## config.mk

```make
export PLATFORM = sky130hd
export DESIGN_NAME = rgb_to_hsv_core_flat
export DESIGN_NICKNAME = d
export VERILOG_FILES = /design/src/sv/rth_pkg.sv /design/src/sv/rth_stream_if.sv /design/src/sv/rth_div_stage.sv /design/src/sv/rgb_to_hsv_core.sv /design/src/flat_wrapper.sv
export SDC_FILE = /design/constraint.sdc
export NUM_CORES = 1
export LEC_CHECK = 0
export ABC_AREA = 1
export BUFFER_PORTS_ARGS = -buffer_cell sky130_fd_sc_hd__clkbuf_2
export CAP_MARGIN = 5
export CORE_AREA = 2 2 245 247
export DETAILED_ROUTE_END_ITERATION = 10
export DIE_AREA = 0 0 247 249
export SYNTH_ARGS = -nofsm -noshare
export SYNTH_HDL_FRONTEND = slang
export SYNTH_SLANG_ARGS = --single-unit
```

## constraint.sdc

```tcl
create_clock -name clk -period 11.6 [get_ports clk]
set_clock_uncertainty 0.1 [all_clocks]
set_input_delay 1.16 -clock clk [delete_from_list [all_inputs] [get_ports clk]]
set_output_delay 1.16 -clock clk [all_outputs]
set_load 0.01 [all_outputs]
```

## src/sv/rth_pkg.sv

```systemverilog
`timescale 1ns / 1ps

package rth_pkg;

    // Field widths of the pixel and of the result.
    localparam int CH_W    = 8;
    localparam int HUE_W   = 15;
    localparam int SAT_W   = 16;
    // Sector position scaled by delta: up to six times delta.
    localparam int T_W     = 11;

    // Fixed-point scale factors.
    localparam int HUE_SECTOR_UNITS = 3840;
    localparam int SAT_FULL_SCALE   = 65535;
    localparam int HUE_LIMIT        = 6 * HUE_SECTOR_UNITS;

    // Long division: 24-bit dividend, 8-bit divisor, 16-bit quotient.
    localparam int NUM_W          = 24;
    localparam int QUO_W          = 16;
    localparam int STEPS_PER_STG  = 4;
    localparam int NUM_DIV_STAGES = QUO_W / STEPS_PER_STG;

    typedef struct packed {
        logic [CH_W-1:0] red;
        logic [CH_W-1:0] green;
        logic [CH_W-1:0] blue;
    } rgb_t;

    typedef struct packed {
        logic [HUE_W-1:0] hue;
        logic [SAT_W-1:0] saturation;
        logic [CH_W-1:0]  value;
    } hsv_t;

    // One division in flight: partial remainder, dividend bits that still
    // shift out at the top while quotient bits shift in at the bottom.
    typedef struct packed {
        logic [CH_W-1:0]  rem;
        logic [QUO_W-1:0] bits;
        logic [CH_W-1:0]  den;
    } div_lane_t;

    // Everything a divider stage carries for one pixel.
    typedef struct packed {
        div_lane_t       sat;
        div_lane_t       hue;
        logic [CH_W-1:0] value;
        logic            hue_zero;
    } div_stage_t;

endpackage

```

## src/sv/rth_stream_if.sv

```systemverilog
`timescale 1ns / 1ps

interface rth_stream_if #(
    parameter type payload_t = logic
) ();

    logic     valid;
    logic     ready;
    payload_t data;

    modport source (
        output valid,
        output data,
        input  ready
    );

    modport sink (
        input  valid,
        input  data,
        output ready
    );

endinterface

```

## src/sv/rth_div_stage.sv

```systemverilog
`timescale 1ns / 1ps

module rth_div_stage
    import rth_pkg::*;
(
    input  logic       clk,
    input  logic       rst_n,
    input  logic       in_valid,
    output logic       in_ready,
    input  div_stage_t in_data,
    output logic       out_valid,
    input  logic       out_ready,
    output div_stage_t out_data
);

    logic       valid_reg;
    logic       valid_next;
    div_stage_t data_reg;
    div_stage_t data_next;

    // One restoring division step: bring down the next dividend bit,
    // subtract the divisor if it fits, shift the quotient bit in.
    function automatic div_lane_t div_step(input div_lane_t lane);
        logic [CH_W:0] rem_ext;
        div_lane_t     res;
        begin
            res     = lane;
            rem_ext = {lane.rem, lane.bits[QUO_W-1]};
            if (rem_ext >= {1'b0, lane.den})
            begin
                res.rem  = CH_W'(rem_ext - {1'b0, lane.den});
                res.bits = {lane.bits[QUO_W-2:0], 1'b1};
            end
            else
            begin
                res.rem  = rem_ext[CH_W-1:0];
                res.bits = {lane.bits[QUO_W-2:0], 1'b0};
            end
            return res;
        end
    endfunction

    // Four quotient bits for both divisions.
    always_comb
    begin
        data_next = in_data;
        for (int i = 0; i < STEPS_PER_STG; i++)
        begin
            data_next.sat = div_step(data_next.sat);
            data_next.hue = div_step(data_next.hue);
        end
    end

    // The stage takes a beat when it is empty or its content moves on.
    assign in_ready   = !valid_reg || out_ready;
    assign valid_next = in_ready ? in_valid : valid_reg;

    always_ff @(posedge clk or negedge rst_n)
    begin
        if (!rst_n)
        begin
            valid_reg <= 1'b0;
        end
        else
        begin
            valid_reg <= valid_next;
        end
    end

    always_ff @(posedge clk)
    begin
        if (in_ready && in_valid)
        begin
            data_reg <= data_next;
        end
    end

    assign out_valid = valid_reg;
    assign out_data  = data_reg;

    // The partial remainder always stays below a nonzero divisor.
    assert property (@(posedge clk) disable iff (!rst_n)
        valid_reg && (data_reg.sat.den != '0) |-> data_reg.sat.rem < data_reg.sat.den)
    else $error("saturation remainder not below divisor");

    assert property (@(posedge clk) disable iff (!rst_n)
        valid_reg && (data_reg.hue.den != '0) |-> data_reg.hue.rem < data_reg.hue.den)
    else $error("hue remainder not below divisor");

    // A held beat keeps its stage contents.
    assert property (@(posedge clk) disable iff (!rst_n)
        valid_reg && !out_ready |=> valid_reg && $stable(data_reg))
    else $error("stalled divider stage lost or changed its beat");

endmodule

```

## src/sv/rgb_to_hsv_core.sv

```systemverilog
`timescale 1ns / 1ps

// Channel  Direction  Payload                               Handshake
// pixel    sink       red, green, blue (8 bits each)        valid / ready
// hsv      source     hue (15), saturation (16), value (8)  valid / ready
//
// One pixel enters per clock unless a stall on hsv has filled every stage.
// Two front stages find max, min and the sector position, then form the
// scaled dividends; four divider stages each resolve 4 quotient bits.
// Reset clears only the stage valid bits; no warm-up pass is needed.
// A stall on hsv holds only the stages that are full: empty stages still
// fill, so the pipeline keeps taking pixels until every stage is occupied.

module rgb_to_hsv_core
    import rth_pkg::*;
(
    input  logic clk,
    input  logic rst_n,
    rth_stream_if.sink   pixel,
    rth_stream_if.source hsv
);

    // Front stage A: max, min, delta and sector position.
    logic             a_valid_reg;
    logic             a_ready;
    logic [CH_W-1:0]  a_max_reg;
    logic [CH_W-1:0]  a_delta_reg;
    logic [T_W-1:0]   a_t_reg;

    logic [CH_W-1:0]  a_max_next;
    logic [CH_W-1:0]  a_min_next;
    logic [CH_W-1:0]  a_delta_next;
    logic [T_W-1:0]   a_t_next;
    logic [T_W-1:0]   d_ext;

    // Front stage B: dividends ready for the divider.
    logic             b_valid_reg;
    logic             b_ready;
    div_stage_t       b_data_reg;
    div_stage_t       b_data_next;
    logic [NUM_W-1:0] sat_num;
    logic [NUM_W-1:0] hue_num;

    // Divider chain.
    logic       div_valid [NUM_DIV_STAGES+1];
    logic       div_ready [NUM_DIV_STAGES+1];
    div_stage_t div_data  [NUM_DIV_STAGES+1];

    rgb_t px;
    assign px = pixel.data;

    // Largest and smallest channel, then the hue position in delta units.
    always_comb
    begin
        a_max_next = (px.red > px.green) ? px.red : px.green;
        a_max_next = (a_max_next > px.blue) ? a_max_next : px.blue;
        a_min_next = (px.red < px.green) ? px.red : px.green;
        a_min_next = (a_min_next < px.blue) ? a_min_next : px.blue;
        a_delta_next = a_max_next - a_min_next;
        d_ext        = T_W'(a_delta_next);
        priority if (px.red == a_max_next)
        begin
            if (px.green >= px.blue)
                a_t_next = T_W'(px.green - px.blue);
            else
                a_t_next = (d_ext << 2) + (d_ext << 1) - T_W'(px.blue - px.green);
        end
        else if (px.green == a_max_next)
        begin
            a_t_next = (d_ext << 1) + T_W'(px.blue) - T_W'(px.red);
        end
        else
        begin
            a_t_next = (d_ext << 2) + T_W'(px.red) - T_W'(px.green);
        end
    end

    assign a_ready     = !a_valid_reg || b_ready;
    assign pixel.ready = a_ready;

    always_ff @(posedge clk or negedge rst_n)
    begin
        if (!rst_n)
        begin
            a_valid_reg <= 1'b0;
        end
        else if (a_ready)
        begin
            a_valid_reg <= pixel.valid;
        end
    end

    always_ff @(posedge clk)
    begin
        if (a_ready && pixel.valid)
        begin
            a_max_reg   <= a_max_next;
            a_delta_reg <= a_delta_next;
            a_t_reg     <= a_t_next;
        end
    end

    // Scale by shift and subtract: 65535 * delta and 3840 * t.
    always_comb
    begin
        sat_num = {a_delta_reg, 16'h0000} - NUM_W'(a_delta_reg);
        hue_num = NUM_W'({a_t_reg, 12'h000}) - NUM_W'({a_t_reg, 8'h00});
        b_data_next.sat.rem  = sat_num[NUM_W-1:QUO_W];
        b_data_next.sat.bits = sat_num[QUO_W-1:0];
        b_data_next.sat.den  = a_max_reg;
        b_data_next.hue.rem  = hue_num[NUM_W-1:QUO_W];
        b_data_next.hue.bits = hue_num[QUO_W-1:0];
        b_data_next.hue.den  = a_delta_reg;
        b_data_next.value    = a_max_reg;
        b_data_next.hue_zero = (a_delta_reg == '0);
    end

    assign b_ready = !b_valid_reg || div_ready[0];

    always_ff @(posedge clk or negedge rst_n)
    begin
        if (!rst_n)
        begin
            b_valid_reg <= 1'b0;
        end
        else if (b_ready)
        begin
            b_valid_reg <= a_valid_reg;
        end
    end

    always_ff @(posedge clk)
    begin
        if (b_ready && a_valid_reg)
        begin
            b_data_reg <= b_data_next;
        end
    end

    assign div_valid[0] = b_valid_reg;
    assign div_data[0]  = b_data_reg;

    // Divider stages, each a register of its own.
    for (genvar s = 0; s < NUM_DIV_STAGES; s++)
    begin : g_div
        rth_div_stage u_stage (
            .clk       (clk),
            .rst_n     (rst_n),
            .in_valid  (div_valid[s]),
            .in_ready  (div_ready[s]),
            .in_data   (div_data[s]),
            .out_valid (div_valid[s+1]),
            .out_ready (div_ready[s+1]),
            .out_data  (div_data[s+1])
        );
    end

    // Black and grey pixels would divide by zero; force those results.
    assign div_ready[NUM_DIV_STAGES] = hsv.ready;
    assign hsv.valid                 = div_valid[NUM_DIV_STAGES];

    always_comb
    begin
        hsv.data.value      = div_data[NUM_DIV_STAGES].value;
        hsv.data.saturation = (div_data[NUM_DIV_STAGES].value == '0) ? '0
                            : div_data[NUM_DIV_STAGES].sat.bits;
        hsv.data.hue        = div_data[NUM_DIV_STAGES].hue_zero ? '0
                            : div_data[NUM_DIV_STAGES].hue.bits[HUE_W-1:0];
    end

    // Hue stays within one full turn.
    assert property (@(posedge clk) disable iff (!rst_n)
        hsv.valid |-> 32'(hsv.data.hue) < HUE_LIMIT)
    else $error("hue beyond full turn");

    // A colored pixel always has some saturation.
    assert property (@(posedge clk) disable iff (!rst_n)
        hsv.valid && (hsv.data.hue != '0) |-> hsv.data.saturation != '0)
    else $error("nonzero hue with zero saturation");

    // The quotient of a hue division never overflows its field.
    assert property (@(posedge clk) disable iff (!rst_n)
        hsv.valid && !div_data[NUM_DIV_STAGES].hue_zero
            |-> !div_data[NUM_DIV_STAGES].hue.bits[QUO_W-1])
    else $error("hue quotient overflow");

endmodule

```

## src/flat_wrapper.sv

```systemverilog
// flat-port wrapper written by rule: the top's interface ports become plain ports
module rgb_to_hsv_core_flat import rth_pkg::*;
  (clk, rst_n, pixel_valid, pixel_data, pixel_ready, hsv_valid, hsv_data, hsv_ready);
  rth_stream_if #(.payload_t(rgb_t)) pixel_i ();
  rth_stream_if #(.payload_t(hsv_t)) hsv_i ();
  input  logic clk;
  input  logic rst_n;
  input wire logic [$bits(pixel_i.valid)-1:0] pixel_valid;
  input wire logic [$bits(pixel_i.data)-1:0] pixel_data;
  output wire logic [$bits(pixel_i.ready)-1:0] pixel_ready;
  output wire logic [$bits(hsv_i.valid)-1:0] hsv_valid;
  output wire logic [$bits(hsv_i.data)-1:0] hsv_data;
  input wire logic [$bits(hsv_i.ready)-1:0] hsv_ready;
  assign pixel_i.valid = pixel_valid;
  assign pixel_i.data = pixel_data;
  assign pixel_ready = pixel_i.ready;
  assign hsv_valid = hsv_i.valid;
  assign hsv_data = hsv_i.data;
  assign hsv_i.ready = hsv_ready;
  rgb_to_hsv_core u_core (.clk(clk), .rst_n(rst_n), .pixel(pixel_i), .hsv(hsv_i));
endmodule
```

# After elaboration in Yosys (flattened, before gate mapping)
# Cells that the tools add are included.
# totals
regBits,333
inputBits,28
out_inout_bits,41
word_cells,182
# classes
addsub,41
order_cmp,37
n_eq_ne,2
muxes,41
reduce_logical,20
# ops
operator,n
$mux W24,30
$ge A9 B8 Y1,32
$sub A8 B8 Y8,31
$mux W11,3
$mux W8,4
$sub A23 B19 Y24,1
$sub A24 B8 Y24,1
$sub A11 B8 Y11,2
$sub A8 B8 Y9,2
$eq A8 B8 Y1,2
$gt A8 B8 Y1,2
$logic_not A8 Y1,2
$lt A8 B8 Y1,2
$mux W16,1
$mux W15,1
$add A10 B8 Y11,1
$add A10 B9 Y11,1
$sub A11 B11 Y11,1
$add A9 B8 Y10,1
$ge A8 B8 Y1,1
$logic_and A1 B1 Y1,6
$logic_not A1 Y1,6
$logic_or A1 B1 Y1,6
$mux W1,2

# Depth between registers and ports, before layout
# depth
ltp_word,9
ltp_mapped,58
mapped_depth_nobuf,57

# Modules after synthesis
# From an unflattened synthesis, not the netlist that was laid out.
# unflattened
hier_cells,3814
area_unflattened_um2,32073.3
# by_module_without_submodules
mod,n_inst,cells_per_inst,area_per_inst_um2,seq_area_each_um2
rgb_to_hsv_core,1,906,7701.1,2512.4
rth_div_stage at u_core.g_div[3].u_stage,1,760,6167.2,2217.1
rth_div_stage at u_core.g_div[0].u_stage,1,709,6159.7,2217.1
rth_div_stage at u_core.g_div[1].u_stage,1,717,6079.6,2217.1
rth_div_stage at u_core.g_div[2].u_stage,1,722,5965.7,2217.1

# Worst setup path before layout
# No wires, ideal clock.
# synth_timing
kind,reg-to-reg
startpoint,"register, netlist name u_core.g_div[1].u_stage.out_data[2]"
endpoint,"register u_core.g_div[2].u_stage.data_reg (netlist bit u_core.g_div[2].u_stage.out_data[67]), data pin"
arrival_time_ns,7.263
t_required_ns,11.239
path_slack_ns,3.975
stages_incl_launch_ff,53
path_cell_list,edfxtp_1 inv_1 ha_1 nand3_1 nand2_1 nand4_1 o211ai_1 nand2_1 nand2_1 buf_2 mux2_2 ha_1 a21oi_1 o21ai_0 nand2_1 nand3_1 a221oi_1 nand2_1 [... 17 more ...] nand2_1 o21ai_0 ha_1 nand3_1 nand2_1 a21oi_1 inv_1 a21oi_1 inv_1 a21oi_1 nor2_1 nor2_1 inv_1 a211oi_1 nand2_1 nor2_2 buf_4 o21ai_0
# synth_lines
item,line,rtl
end signal: assignment,rth_div_stage.sv:74,data_reg <= data_next;
end: declaration,rth_div_stage.sv:18,div_stage_t data_reg;

==> results.py <==
metrics = {
    "synth": {
        "synthArstFlopShare": 0.0202,
        "yosysSeqAreaShare": 0.338,
        "synth_top_area_frac": 0.332,
        "yosys.area.top_type": "edfxtp_1",
        "yosys_warnings": 0,
        "synth_cell_types": 63,
        "synth_flop_cell": "edfxtp_1",
        "synth-edff-count": 291,
        "synth.net_count": 3561,
        "avgSynthCellArea_sq_um": 8.37,
        "syn_inst": 3141,
        "ys_ff_latch": 297,
        "yosys-top-cells-area": "edfxtp_1 33%, ha_1 16%, nand2_1 8.7%",
        "netlist_area_sq_um": 26300,
    },
    "critical_path": {
        "worstPathMaxFanout": 17,
        "endpoint_kind": "flop",
        "cpMostUsedCell": "nand2_1",
        "crit_arrival_ns": 9.46,
        "worstPathRequired_ns": 11.79,
        "cp-start-kind": "flop",
        "slowest_stage": "edfxtp_1",
        "critical_path_class": "flop to flop",
        "crit_path_max_incr_delay_ns": 0.50,
    },
    "floorplanning": {
        "die_w_um": 247,
        "core_area_sq_um": 58700,
        "initial_core_util": 0.448,
        "num_io_pins": 69,
        "dieArea_sq_um": 61500,
        "rows": 89,
        "dieHeight_um": 249,
    },
    "cts": {
        "cts_setup_buffers": 0,
        "tritoncts": "built",
        "clockBufferDepth": 3,
        "cts_resized": 0,
        "holdBufCountCts": 0,
        "clkSinkCount": 297,
        "ctsRootBufferMaster": "clkbuf_16",
        "insertion_delay_ns": 0.54,
        "cts.clk_slew.worst_paths_ns": 0.06,
        "cts_htree_levels": 2,
        "cts_made_buffers": 36,
    },
    "layout": {
        "synthToLayoutAreaGrowth_pct": 8.82,
        "fill_cells": 5565,
        "nNetsFinal": 3627,
        "register_area_sq_um": 8890,
        "finalNonFillerCells": 4007,
        "largest_reg_flops": 209,
        "multi_input_area_sq_um": 15200,
        "final_area_sq_um": 28600,
        "n_antenna_cell": 0,
        "drive_gt1_frac": 0.0742,
    },
    "worst_hold_path": {
        "hp-class": "flop to flop",
    },
    "route": {
        "detail-route-antenna-nets": 0,
        "drc": 0,
        "num_vias": 20800,
        "viasPerCell": 5.18,
        "routedWlPerCell_um": 15.1,
        "drt_iter0_markers": 1017,
        "routed_wl_um": 60300,
        "first_pass_iters": 5,
    },
    "global_route": {
        "antenna_found_initial": 0,
        "grt_pass1_wl_um": 99700,
        "grt_overflow": 0,
        "track_usage": 0.198,
        "grt_max_degree": 60,
        "grt_pass1_vias": 20500,
    },
    "outcome": {
        "status": "complete, no violations",
    },
    "sta": {
        "max_freq_ghz": 0.108,
        "tightestPinTransition_ns": 1.03,
        "whs_ns": 0.314,
        "tns_ns": 0,
        "fin_crit_ns": 9.27,
        "setup_violations": 0,
        "slew_headroom": 0.316,
        "slew_viol_final": 0,
        "rsz0062_at_grt": "false",
        "fin_crit_sh": 0.799,
        "finalHoldViolCount": 0,
    },
    "placed_design": {
        "postPlaceCellArea_sq_um": 27400,
        "port_buffers": 68,
        "gp_congestion": 0.915,
        "dpl.hpwl_um": 49000,
        "dpl.cell_count": 3942,
    },
    "run": {
        "cap_violations": 0,
    },
}
## Yosys cell counts (8+ instances only)
master and count:
nor3_1 30, a21o_1 15, fa_1 47, nor2_2 9
nand4_1 43, nand3_1 58, o21ai_2 10, o21bai_1 22
ha_1 345, a211oi_1 16, xor2_1 153, edfxtp_1 291
inv_1 501, buf_4 20, nor2_4 10, xnor2_1 60
a21oi_1 248, buf_2 16, or2_2 18, o21a_1 12
nand2_2 18, nor2_1 245, nand2_1 612, a221oi_1 8
o211ai_1 14, o21ai_1 33, o21ai_0 184
## placed cells by master, fill, tap and decap left out, types with 47 or more instances in the layout
cell type    n
clkbuf_2    68
o21ai_0    184
xnor2_1     60
edfxtp_1   291
nand3_1     58
fa_1        47
inv_1      499
ha_1       345
nand2_1    612
xor2_1     153
nor2_1     242
a21oi_1    248
## worst max-delay path, delay by kind of cell, from the launching register on
family	cells	cell delay (ns)
adder cells (fa/ha/maj)	4	1.38
AND/OR/NAND/NOR	23	3.11
buffers and inverters	6	0.84
multiplexers	1	0.42
flip-flops	1	0.50
AO/OA/AOI/OAI	16	2.65
## final timing paths
| kind | to | from | cells past startpoint | slack, ns |
|---|---|---|---|---|
| worst max-delay path | u_core.g_div[2].u_stage.out_data[66] | u_core.g_div[1].u_stage.out_data[2] | 50 | 2.33 |
| worst min-delay path | u_core.g_div[0].u_stage.out_data[0] | u_core.b_data_reg[0] | 0 | 0.31 |
| worst max register to register | u_core.g_div[2].u_stage.out_data[66] | u_core.g_div[1].u_stage.out_data[2] | 50 | 2.33 |
| worst min register to register | u_core.g_div[0].u_stage.out_data[0] | u_core.b_data_reg[0] | 0 | 0.31 |
| max in group asynchronous | u_core.b_valid_reg | rst_n | 1 | 10.91 |
| min in group asynchronous | u_core.g_div[0].u_stage.out_valid | rst_n | 1 | 0.34 |
## final cells by class
| cell class | count | area share |
|---|---|---|
| multi-input combinational | 2287 | 0.532 |
| sequential | 297 | 0.311 |
| timing repair buffer | 74 | 0.0135 |
| inverter | 511 | 0.0672 |
| clock buffer | 40 | 0.0327 |
| clock inverter | 25 | 0.0105 |
| tap | 773 | 0.0338 |
## per-layer routing
| layer | global-route usage | vias to the layer above | share of wire |
|---|---|---|---|
| met5 | 0 | - | 0 |
| met4 | 0.0601 | 0 | 0.026 |
| met3 | 0.0214 | 93 | 0.031 |
| met2 | 0.351 | 331 | 0.49 |
| met1 | 0.251 | 9691 | 0.46 |
| li1 | - | 10700 | - |
## cell families after synthesis
family                   synth area share
AO/OA/AOI/OAI                       0.129
XOR/XNOR                           0.0716
adder cells (fa/ha/maj)             0.200
buffers and inverters              0.0843
flip-flops                          0.338
multiplexers                      0.00257
AND/OR/NAND/NOR                     0.175
## metrics by stage
| stage | util | worst slack (ns) |
|---|---|---|
| after floorplan | - | 3.98 |
| after global placement | 0.467 | 2.54 |
| after detailed placement | 0.467 | 2.39 |
| after CTS | 0.488 | 2.34 |
| after global routing | 0.488 | 1.34 |
| final | 0.488 | 2.33 |
Power is left out: the tool's default activity adds up to more than one toggle a clock period on the data nets, which glitch-free logic cannot reach.
